File: src/sv/jst_pkg.sv
// Shared types and constants of the job slot table.
// No dependencies; used by every module of the block.
`default_nettype none

package jst_pkg;

	localparam int SLOTS_DEF = 16;
	localparam int OP_W      = 3;
	localparam int PID_W     = 22;
	localparam int JID_W     = 5;
	localparam int MODE_W    = 2;
	// held job ids keep counting past the 5-bit field after repeated delete/add
	localparam int JOB_W     = 32;
	localparam int S_DATA_W  = 32;
	localparam int M_DATA_W  = 32;

	localparam logic [MODE_W-1:0] MODE_FG = 2'd1;

	typedef enum logic [OP_W-1:0] {
		OP_ADD      = 3'd0,
		OP_DEL      = 3'd1,
		OP_FG       = 3'd2,
		OP_FIND_PID = 3'd3,
		OP_FIND_JOB = 3'd4
	} op_t;

	typedef enum logic [1:0] {
		ST_IDLE,
		ST_RUN,
		ST_DONE
	} state_t;

	// Command token walking down the cell chain
	typedef struct packed {
		logic              valid;
		op_t               op;
		logic [PID_W-1:0]  pid;
		logic [JOB_W-1:0]  key;    // job id to find, or id to hand out on add
		logic [MODE_W-1:0] mode;
		logic              done;   // search over: hit or rejected
		logic              ok;
		logic [PID_W-1:0]  r_pid;
		logic [JOB_W-1:0]  r_job;
		logic [MODE_W-1:0] r_mode;
		logic [JOB_W-1:0]  mx;     // largest job id seen so far
	} tok_t;

endpackage

`default_nettype wire

File: src/sv/jst_cell.sv
// One job slot: holds pid, job id and run state, and acts on the token passing by.
// Depends on jst_pkg.
`default_nettype none

module jst_cell import jst_pkg::*; (
	input  logic clk,
	input  logic arst_n,
	input  tok_t tok_in,
	output tok_t tok_out
);

	logic [PID_W-1:0]  pid_q,  pid_d;
	logic [JOB_W-1:0]  job_q,  job_d;
	logic [MODE_W-1:0] mode_q, mode_d;
	tok_t              tok_q,  tok_d;
	logic              match;
	logic              hit;

	always_comb begin
		case (tok_in.op)
			OP_ADD:                match = (pid_q == '0);
			OP_DEL, OP_FIND_PID:   match = (pid_q == tok_in.pid);
			OP_FG:                 match = (mode_q == MODE_FG);
			OP_FIND_JOB:           match = (job_q == tok_in.key);
			default:               match = 1'b0;
		endcase
		hit = match && tok_in.valid && !tok_in.done;

		tok_d  = tok_in;
		pid_d  = pid_q;
		job_d  = job_q;
		mode_d = mode_q;
		if (hit) begin
			tok_d.done = 1'b1;
			tok_d.ok   = 1'b1;
			if (tok_in.op == OP_ADD) begin
				tok_d.r_pid  = tok_in.pid;
				tok_d.r_job  = tok_in.key;
				tok_d.r_mode = tok_in.mode;
				pid_d        = tok_in.pid;
				job_d        = tok_in.key;
				mode_d       = tok_in.mode;
			end else begin
				tok_d.r_pid  = pid_q;
				tok_d.r_job  = job_q;
				tok_d.r_mode = mode_q;
				if (tok_in.op == OP_DEL) begin
					pid_d  = '0;
					job_d  = '0;
					mode_d = '0;
				end
			end
		end
		// running maximum over the table as it stands after this item
		tok_d.mx = (job_d > tok_in.mx) ? job_d : tok_in.mx;
	end

	always_ff @(posedge clk or negedge arst_n) begin
		if (!arst_n) begin
			pid_q  <= '0;
			job_q  <= '0;
			mode_q <= '0;
			tok_q  <= '0;
		end else begin
			pid_q  <= pid_d;
			job_q  <= job_d;
			mode_q <= mode_d;
			tok_q  <= tok_d;
		end
	end

	assign tok_out = tok_q;

endmodule

`default_nettype wire

File: src/sv/job_slot_table_core.sv
// Channel | Fields (low bit up)                                   | Item accepted when
// s_*     | tuser: operation; tdata: proc_id, job_number, run_mode | s_tvalid && s_tready
// m_*     | tuser: ok; tdata: found_pid, found_job, found_mode     | m_tvalid && m_tready
//
// Each item walks the chain of SLOTS slot cells, one cell per cycle, from the entry
// register tok0_q; its result is then registered in res_q and in the output register.
// One item is in flight at a time; the next is taken once the result has moved
// to the output register, which may still be waiting on m_tready.
// A stalled output holds the result in the done state. Reset frees every slot
// and sets the next job id to 1; no clearing pass is needed.
`default_nettype none

module job_slot_table_core import jst_pkg::*; #(
	parameter int SLOTS = SLOTS_DEF
) (
	input  logic                clk,
	input  logic                arst_n,
	input  logic                s_tvalid,
	output logic                s_tready,
	input  logic [S_DATA_W-1:0] s_tdata,   // proc_id[21:0], job_number[26:22], run_mode[28:27]
	input  logic [OP_W-1:0]     s_tuser,   // operation
	output logic                m_tvalid,
	input  logic                m_tready,
	output logic [M_DATA_W-1:0] m_tdata,   // found_pid[21:0], found_job[26:22], found_mode[28:27]
	output logic                m_tuser    // ok
);

	state_t              state_q, state_d;
	tok_t                tok0_q, entry, res_q;
	tok_t                chain [SLOTS+1];
	tok_t                tail;
	logic [JOB_W-1:0]    next_q, next_add;
	logic                m_valid_q;
	logic [M_DATA_W-1:0] m_data_q;
	logic                m_user_q;
	logic                accept, finish, load_out, reject;
	op_t                 op;
	logic [PID_W-1:0]    in_pid;
	logic [JID_W-1:0]    in_job;
	logic [MODE_W-1:0]   in_mode;

	assign chain[0] = tok0_q;

	for (genvar i = 0; i < SLOTS; i++) begin : g_cell
		jst_cell u_cell (
			.clk     (clk),
			.arst_n  (arst_n),
			.tok_in  (chain[i]),
			.tok_out (chain[i+1])
		);
	end

	assign tail = chain[SLOTS];

	assign op      = op_t'(s_tuser);
	assign in_pid  = s_tdata[PID_W-1:0];
	assign in_job  = s_tdata[PID_W+JID_W-1:PID_W];
	assign in_mode = s_tdata[PID_W+JID_W+MODE_W-1:PID_W+JID_W];

	always_comb begin
		case (op)
			OP_ADD, OP_DEL, OP_FIND_PID: reject = (in_pid == '0);
			OP_FIND_JOB:                 reject = (in_job == '0);
			OP_FG:                       reject = 1'b0;
			default:                     reject = 1'b1;
		endcase
		entry        = '0;
		entry.valid  = 1'b1;
		entry.op     = op;
		entry.pid    = in_pid;
		entry.key    = (op == OP_ADD) ? next_q : JOB_W'(in_job);
		entry.mode   = in_mode;
		entry.done   = reject;
	end

	assign next_add = (tail.key + JOB_W'(1) > JOB_W'(SLOTS)) ? JOB_W'(1)
	                                                         : tail.key + JOB_W'(1);

	always_comb begin
		state_d  = state_q;
		s_tready = 1'b0;
		finish   = 1'b0;
		load_out = 1'b0;
		case (state_q)
			ST_IDLE: begin
				s_tready = 1'b1;
				if (s_tvalid) state_d = ST_RUN;
			end
			ST_RUN: begin
				finish = tail.valid;
				if (tail.valid) state_d = ST_DONE;
			end
			ST_DONE: begin
				// hold until the output register is free
				load_out = !m_valid_q || m_tready;
				if (load_out) state_d = ST_IDLE;
			end
			default: state_d = ST_IDLE;
		endcase
	end

	assign accept = s_tvalid && s_tready;

	always_ff @(posedge clk or negedge arst_n) begin
		if (!arst_n) begin
			state_q <= ST_IDLE;
		end else begin
			state_q <= state_d;
		end
	end

	always_ff @(posedge clk or negedge arst_n) begin
		if (!arst_n) begin
			tok0_q    <= '0;
			next_q    <= JOB_W'(1);
			m_valid_q <= 1'b0;
		end else begin
			tok0_q <= accept ? entry : '0;
			if (finish && tail.ok) begin
				if (tail.op == OP_ADD) begin
					next_q <= next_add;
				end else if (tail.op == OP_DEL) begin
					next_q <= tail.mx + JOB_W'(1);
				end
			end
			if (load_out) begin
				m_valid_q <= 1'b1;
			end else if (m_tready) begin
				m_valid_q <= 1'b0;
			end
		end
	end

	always_ff @(posedge clk) begin
		if (finish) begin
			res_q <= tail;
		end
		if (load_out) begin
			m_user_q <= res_q.ok;
			m_data_q <= {(M_DATA_W-PID_W-JID_W-MODE_W)'(0), res_q.r_mode,
			             res_q.r_job[JID_W-1:0], res_q.r_pid};
		end
	end

	assign m_tvalid = m_valid_q;
	assign m_tdata  = m_data_q;
	assign m_tuser  = m_user_q;

endmodule

`default_nettype wire

File: config.mk
export PLATFORM = sky130hd
export DESIGN_NAME = job_slot_table_core
export DESIGN_NICKNAME = d
export VERILOG_FILES = /design/src/sv/jst_pkg.sv /design/src/sv/jst_cell.sv /design/src/sv/job_slot_table_core.sv
export SDC_FILE = /design/constraint.sdc
export NUM_CORES = 2
export LEC_CHECK = 0
export CORE_ASPECT_RATIO = 1.75
export CORE_MARGIN = 2
export CORE_UTILIZATION = 55
export DETAILED_ROUTE_END_ITERATION = 8
export DONT_BUFFER_PORTS = 1
export GPL_TIMING_DRIVEN = 0
export HOLD_SLACK_MARGIN = 0.02
export PLACE_DENSITY = 0.8
export REMOVE_ABC_BUFFERS = 1
export SYNTH_ARGS = -nofsm -noshare
export SYNTH_HDL_FRONTEND = slang
export SYNTH_SLANG_ARGS = --single-unit
File: constraint.sdc
create_clock -name clk -period 6.9 [get_ports clk]
set_input_delay 0.345 -clock clk [delete_from_list [all_inputs] [get_ports clk]]
set_output_delay 0.345 -clock clk [all_outputs]
set_load 0.02 [all_outputs]
# Word level (Yosys, flattened, before mapping)

Index checks and enable logic that the tools add are counted.

Add/sub/neg operators: 2
Muxes and demuxes: 191
Order comparisons: 17
Eq/ne operators: 122
Reduce and logical (&&, ||, !) cells: 142

Operators with widths:

| kind                    | count |
|---|---|
| $mux W32                | 68 |
| $mux W56                | 16 |
| $mux W58                | 15 |
| $mux W22                | 32 |
| $eq A32 B32 Y1          | 16 |
| $gt A32 B32 Y1          | 16 |
| $logic_not A22 Y1       | 17 |
| $eq A22 B22 Y1          | 16 |
| $mux W150               | 1 |
| $eq A3 B2 Y1 const B    | 34 |
| $mux W2                 | 35 |
| $add A32 B1 Y32 const B | 2 |
| $pmux W1 S4             | 16 |
| $mux W57                | 1 |
| $eq A3 B1 Y1 const B    | 18 |
| $logic_not A3 Y1        | 18 |
| $eq A3 B3 Y1 const B    | 17 |
| $reduce_bool A2 Y1      | 18 |
| $eq A2 B1 Y1 const B    | 17 |
| $logic_and A1 B1 Y1     | 34 |
| $reduce_and A2 Y1       | 17 |
| $gt A32 B5 Y1 const B   | 1 |
| $reduce_or A2 Y1        | 16 |
| $logic_not A1 Y1        | 17 |
| other kinds (11)        | 16 |

Logic and storage cells: 715
Register bits after elaboration: 3,489
Output and inout port bits: 35

# Depth between registers and ports, before layout

Depth after elaboration: 8
Mapped depth: 21
Mapped depth without buffers: 17

# Modules after synthesis

From an unflattened synthesis, not the netlist that was laid out.

Cell total of the unflattened synthesis: 14,135
Area, all modules: 150,878.5 µm²

Modules (own cells, without submodules):

| module                          | instances | cells an instance | seq. area each (µm²) | area an instance (µm²) |
|---|---|---|---|---|
| jst_cell (g_cell[2].u_cell ...) | 7         | 844               | 5,154.9              | 9,039.9 |
| jst_cell (g_cell[0].u_cell ...) | 7         | 856               | 5,154.9              | 8,988.6 |
| jst_cell (g_cell[9].u_cell)     | 1         | 816               | 5,154.9              | 9,277.6 |
| jst_cell (g_cell[1].u_cell)     | 1         | 889               | 5,154.9              | 8,979.9 |
| job_slot_table_core             | 1         | 530               | 4,205.3              | 6,421.2 |

# Least setup slack after synthesis

Ideal clock, no wire load.

Path kind: reg-to-reg
From: register g_cell[3].u_cell.tok_q, in the netlist g_cell[3].u_cell.tok_out[146]
To: register g_cell[4].u_cell.tok_q, in the netlist g_cell[4].u_cell.tok_out[21]
Arrival time: 4.715 ns
Clock period less this slack: 4.839 ns
Path slack: 2.061 ns
Stages on the path, launching flop included: 18
Cells stage by stage: dfrtp_1 -> clkbuf_1 -> nor4bb_1 -> nand4_1 -> nor3_1 -> nand4_1 -> o221ai_1 -> nand2_1 -> clkbuf_1 -> a22o_1 -> ha_1 -> and3_1 -> nand4_1 -> or4_1 -> or4_1 -> o31ai_1 -> clkbuf_1 -> mux2_2

RTL lines:

| element                | line           | source |
|---|---|---|
| from (decl)            | jst_cell.sv:15 | `tok_t tok_q, tok_d;` |
| from (signal assigned) | jst_cell.sv:68 | `tok_q <= tok_d;` |
| to (signal assigned)   | jst_cell.sv:68 |  |
| to (decl)              | jst_cell.sv:15 |  |

==> impl_results.html <==
<table>
<tr><th>Metric</th><th>Value</th></tr>
<tr><th colspan="2">Synthesis</th></tr>
<tr><td>Syn Std Cell Area</td><td>125200 um2</td></tr>
<tr><td>Most numerous cell in the Yosys netlist</td><td>dfrtp_1</td></tr>
<tr><td>Mapped Avg Cell Area</td><td>approximately 12 um2</td></tr>
<tr><td>Post-synth EDFFs</td><td>60</td></tr>
<tr><td>Post-synthesis register bit count</td><td>roughly 3000</td></tr>
<tr><td>Post-synth top area share</td><td>roughly three fifths</td></tr>
<tr><td>Synthesis Warnings</td><td>0</td></tr>
<tr><td>Cell accounting for the most synthesized area</td><td>dfrtp_1</td></tr>
<tr><td>Post-synth ARST share</td><td>between 90 and 100%</td></tr>
<tr><td>Leading register cell type out of synthesis</td><td>dfrtp_1</td></tr>
<tr><td>Portion of the post-synthesis area used by sequential elements</td><td>roughly three fifths</td></tr>
<tr><td>Most frequent cells after synthesis</td><td>dfrtp_1 (2934), a22o_1 (747), nor2_1 (568)</td></tr>
<tr><td>Number of unique standard cell types used by synthesis</td><td>between 70 and 80</td></tr>
<tr><td>Gate count of the mapped netlist</td><td>around 10000</td></tr>
<tr><td>Biggest area contributors in the synthesized netlist</td><td>dfrtp_1 (59%), a22o_1 (5.2%), ha_1 (4.8%)</td></tr>
<tr><th colspan="2">Worst setup path</th></tr>
<tr><td>Arrival time of data at the critical path endpoint</td><td>7.64 ns</td></tr>
<tr><td>Capture point of the worst reg-to-reg path</td><td>g_cell[3].u_cell.tok_out[7]$_DFF_PN0_</td></tr>
<tr><td>Crit start category</td><td>flip-flop</td></tr>
<tr><td>Required time worst endpoint</td><td>~7.6 ns</td></tr>
<tr><td>Capture point of the critical path</td><td>g_cell[3].u_cell.tok_out[7]$_DFF_PN0_</td></tr>
<tr><td>Depth of the worst register-to-register path</td><td>17</td></tr>
<tr><td>Reg-to-reg critical path startpoint</td><td>g_cell[2].u_cell.tok_out[104]$_DFF_PN0_</td></tr>
<tr><td>Type of the worst setup path</td><td>reg -&gt; reg</td></tr>
<tr><td>Reg2reg setup slack</td><td>-0.03 ns</td></tr>
<tr><td>Start point of the critical path</td><td>g_cell[2].u_cell.tok_out[104]$_DFF_PN0_</td></tr>
<tr><td>Kind of end point of the critical path</td><td>flip-flop</td></tr>
<tr><td>CP max FO</td><td>41</td></tr>
<tr><th colspan="2">Detailed routing</th></tr>
<tr><td>DR pass1 iterations</td><td>7</td></tr>
<tr><td>Starting DRC count in detailed routing</td><td>~6500</td></tr>
<tr><td>Number of design rule violations left after detail routing</td><td>0</td></tr>
<tr><td>Overall via count from detail_route</td><td>roughly 80000</td></tr>
<tr><td>Post-DRT Antenna Nets</td><td>0</td></tr>
<tr><td>Routed wirelength normalized by instance count</td><td>roughly 26 um</td></tr>
<tr><td>Vias/cell</td><td>6.000</td></tr>
<tr><td>Routed wire length</td><td>approximately 350000 um</td></tr>
<tr><th colspan="2">Final layout</th></tr>
<tr><td>Fill count</td><td>16981</td></tr>
<tr><td>Nets@finish</td><td>10658</td></tr>
<tr><td>Layout-stage area growth over the synthesis result</td><td>11.92%</td></tr>
<tr><td>Final instance area</td><td>140100 um2</td></tr>
<tr><td>Fraction of final layout cells with drive strength greater than 1</td><td>about an eighth</td></tr>
<tr><td>Register Area</td><td>approximately 75000 um2</td></tr>
<tr><td>Area taken by multi-input logic gates</td><td>between 40000 and 50000 um2</td></tr>
<tr><th colspan="2">GRT</th></tr>
<tr><td>Vias in the first global route</td><td>84651</td></tr>
<tr><td>GRT Residual Overflow</td><td>0</td></tr>
<tr><td>Total global-route track usage</td><td>30.54%</td></tr>
<tr><td>Number of antenna violations at the first check in global routing</td><td>24</td></tr>
<tr><td>Pin count of the biggest net entering global routing</td><td>317</td></tr>
<tr><td>Global-route wire length before repair</td><td>approximately 530000 um</td></tr>
<tr><th colspan="2">Worst hold path</th></tr>
<tr><td>Hold/Removal Path Class</td><td>in -&gt; async</td></tr>
<tr><th colspan="2">STA</th></tr>
<tr><td>Final critical-path share of the clock period</td><td>100.5%</td></tr>
<tr><td>Setup repair after global routing missed its margin</td><td>false</td></tr>
<tr><td>Final period demand of the worst path</td><td>around 6.9 ns</td></tr>
<tr><td>Maximum achievable frequency</td><td>~140 MHz</td></tr>
<tr><td>Transition time at the pin with the least slew margin</td><td>between 1 and 1.5 ns</td></tr>
<tr><td>Summed negative setup slack over all endpoints</td><td>-0.06927 ns</td></tr>
<tr><td>Number of hold violations in the final report</td><td>0</td></tr>
<tr><td>Slew margin rel.</td><td>5.931%</td></tr>
<tr><td>Final worst setup slack</td><td>-0.03123 ns</td></tr>
<tr><td>Worst Skew</td><td>about 0.045 ns</td></tr>
<tr><td>Number of failing setup endpoints in the final timing report</td><td>6</td></tr>
<tr><td>Max Transition Viols Final</td><td>0</td></tr>
<tr><th colspan="2">Pwr</th></tr>
<tr><td>Power density of the placed cells</td><td>about 320 nW/um2</td></tr>
<tr><td>Leak Pwr</td><td>~70 nW</td></tr>
<tr><td>Switch share</td><td>between 20 and 30%</td></tr>
<tr><td>Portion of total power attributed to sequential cells</td><td>about 45%</td></tr>
<tr><td>Part of the total power dissipated in combinational logic</td><td>between 20 and 25%</td></tr>
<tr><td>Clk network pwr share</td><td>34.8%</td></tr>
<tr><td>Net switching power figure</td><td>roughly 13 mW</td></tr>
<tr><td>Worst IR drop on VDD</td><td>~0.00036 V</td></tr>
<tr><td>Post-route total power</td><td>44.78 mW</td></tr>
<tr><td>Internal Dissipation</td><td>roughly 32 mW</td></tr>
<tr><th colspan="2">Floorplanning</th></tr>
<tr><td>IO Pins</td><td>between 70 and 80</td></tr>
<tr><td>Initial standard-cell utilization of the core</td><td>between 50% and 60%</td></tr>
<tr><td>Std-Cell Core Area</td><td>around 230000 um2</td></tr>
<tr><td>Die outline width</td><td>between 300 and 400 um</td></tr>
<tr><td>Standard-cell rows</td><td>around 230</td></tr>
<tr><td>Die area</td><td>231500 um2</td></tr>
<tr><td>Height of the chip</td><td>~640 um</td></tr>
<tr><th colspan="2">Clocking</th></tr>
<tr><td>Maximum clock path buffer count</td><td>4</td></tr>
<tr><td>Level count of the clock H-tree</td><td>5</td></tr>
<tr><td>Clock root buffer master</td><td>clkbuf_16</td></tr>
<tr><td>Clock transition time at the flip-flop clock pins of the worst setup and hold paths</td><td>about 0.060 ns</td></tr>
<tr><td>Count of clock tree sinks</td><td>~3000</td></tr>
<tr><td>Number of CTS-inserted buffers</td><td>279</td></tr>
<tr><td>CTS tree</td><td>yes</td></tr>
<tr><td>Clk Latency, worst-skew pair</td><td>0.85 ns</td></tr>
<tr><th colspan="2">Run</th></tr>
<tr><td>Number of max-capacitance violations reported</td><td>0</td></tr>
<tr><th colspan="2">Placed design</th></tr>
<tr><td>Gp weighted congestion</td><td>0.9978</td></tr>
<tr><td>Buffers on Ports</td><td>0</td></tr>
<tr><td>DP HPWL</td><td>between 200000 and 300000 um</td></tr>
<tr><td>Area after DPL</td><td>129800 um2</td></tr>
<tr><th colspan="2">Outcome</th></tr>
<tr><td>Violations in the final reports</td><td>negative setup slack</td></tr>
<tr><td>Result of the run</td><td>complete, but fails checks</td></tr>
</table>
==> worst min path at each step <==
stage | from | endpoint | slack [ns] | cells after the start
finish | arst_n | g_cell[13].u_cell.tok_out[102]$_DFF_PN0_ | 0.12 | 2
global route | arst_n | g_cell[13].u_cell.tok_out[102]$_DFF_PN0_ | 0.15 | 2
CTS | s_tdata[20] | chain[2544]$_DFF_PN0_ | 0.15 | 2
detailed placement | g_cell[11].u_cell.tok_out[90]$_DFF_PN0_ | g_cell[12].u_cell.tok_out[90]$_DFF_PN0_ | 0.37 | 0
global placement | arst_n | g_cell[14].u_cell.tok_out[1]$_DFF_PN0_ | 0.20 | 0
floorplan | arst_n | chain[2489]$_DFF_PN0_ | 0.05 | 0
==> per-layer routing <==
| layer | vias up | global-route usage [%] | part of all wire [%] |
|---|---|---|---|
| met3 | 1220 | 4.356 | 4.1 |
| li1 | 35800 | - | - |
| met1 | 40600 | 29.85 | 32 |
| met4 | 10 | 29.85 | 12 |
| met2 | 2571 | 54.09 | 52 |
| met5 | - | 0 | 0.018 |
==> sequential cells by signal, summed over array words and instances, names as in the netlist, 29 cells and up <==
signal,count
g_cell.u_cell.tok_out,1943
g_cell.u_cell.job_q,512
g_cell.u_cell.pid_q,352
chain,61
g_cell.u_cell.mode_q,32
next_q,32
res_q,30
m_tdata,29
==> timing repair <==
action | in CTS | in global routing
endpoints found under the hold margin | 307 | 0
resized for setup | 39 | 13
hold buffers | 37 | 0
gates cloned | 7 | 3
setup endpoints to repair | 416 | 333
buffers inserted | 11 | 14
pin swaps | 8 | 9
==> logic make-up (layout without fill, tap and decap cells) <==
family                     Yosys count  in the layout  synth area share (%)
xor gates and xnor gates           902            902                 6.312
muxes                              839            839                 7.188
buffers and inverters              962           1191                 2.973
AOI/OAI and AO/OA                 1927           1937                 10.77
DFF                               2995           2995                 60.12
other                                1             14              0.002996
adders and majority gates          483            483                 4.829
and+or+nand+nor                   1977           1977                 7.799
==> power groups by stage <==
stage | registers, mW | clock network, mW | logic, mW
after floorplan | 19.9 | 0 | 5.71
after global placement | 20.2 | 0 | 8.48
after detailed placement | 20.2 | 0 | 8.88
after CTS | 19.9 | 15.8 | 9.04
after global routing | 20.1 | 16.5 | 9.80
final | 19.9 | 15.6 | 9.25
==> area by class of cell <==
type                            count  area share (%)
Clock buffer                      389           5.867
Sequential cell                  2995           53.72
Clock inverter                     83          0.6860
Inverter                          532           1.426
Timing Repair Buffer              187           1.938
Tap cell                         3029           2.706
Antenna cell                       11         0.01965
Multi-Input combinational cell   6141           33.64
==> cell usage in the layout, fill, tap and decap left out, types with 61 or more instances in the layout <==
cell	instances
a21o_1	73
a21oi_1	520
a22o_1	747
a31oi_1	68
and3_1	73
clkbuf_16	289
clkbuf_8	61
dfrtp_1	2934
ha_1	483
inv_1	532
mux2_2	478
mux2i_1	361
nand2_1	449
nand3_1	115
nand4_1	232
nor2_1	565
nor4_1	219
o21ai_0	295
xnor2_1	457
xor2_1	442
==> per-stage QoR <==
stage / utilization, % / setup slack (ns) / hold slack, ns / instances
6_report: 61.89 / -0.03123 / 0.1204 / 13367
2_1_floorplan: - / -6.336 / 0.04941 / 9658
3_5_place_dp: 57.33 / -2.150 / 0.3722 / 12808
5_1_grt: 61.88 / 0.002141 / 0.1494 / 13358
3_3_place_gp: 56.22 / -15.19 / 0.2042 / 12687
4_1_cts: 61.73 / 0.002484 / 0.1455 / 13335
==> worst max-delay path: stages (launching register included) <==
cell,delay [ns]
dfrtp_1,0.40
xnor2_1,0.54
nand4_1,0.32
nor4_2,0.67
a32oi_1,0.35
a21oi_4,0.48
buf_12,0.26
and2_2,0.49
buf_12,0.26
a22o_1,0.20
ha_1,0.25
a21o_1,0.16
a21o_1,0.18
a211oi_2,0.47
a31oi_1,0.16
or4b_2,0.68
nand2_4,0.40
mux2_2,0.43
(Power assumes the default switching activity.)
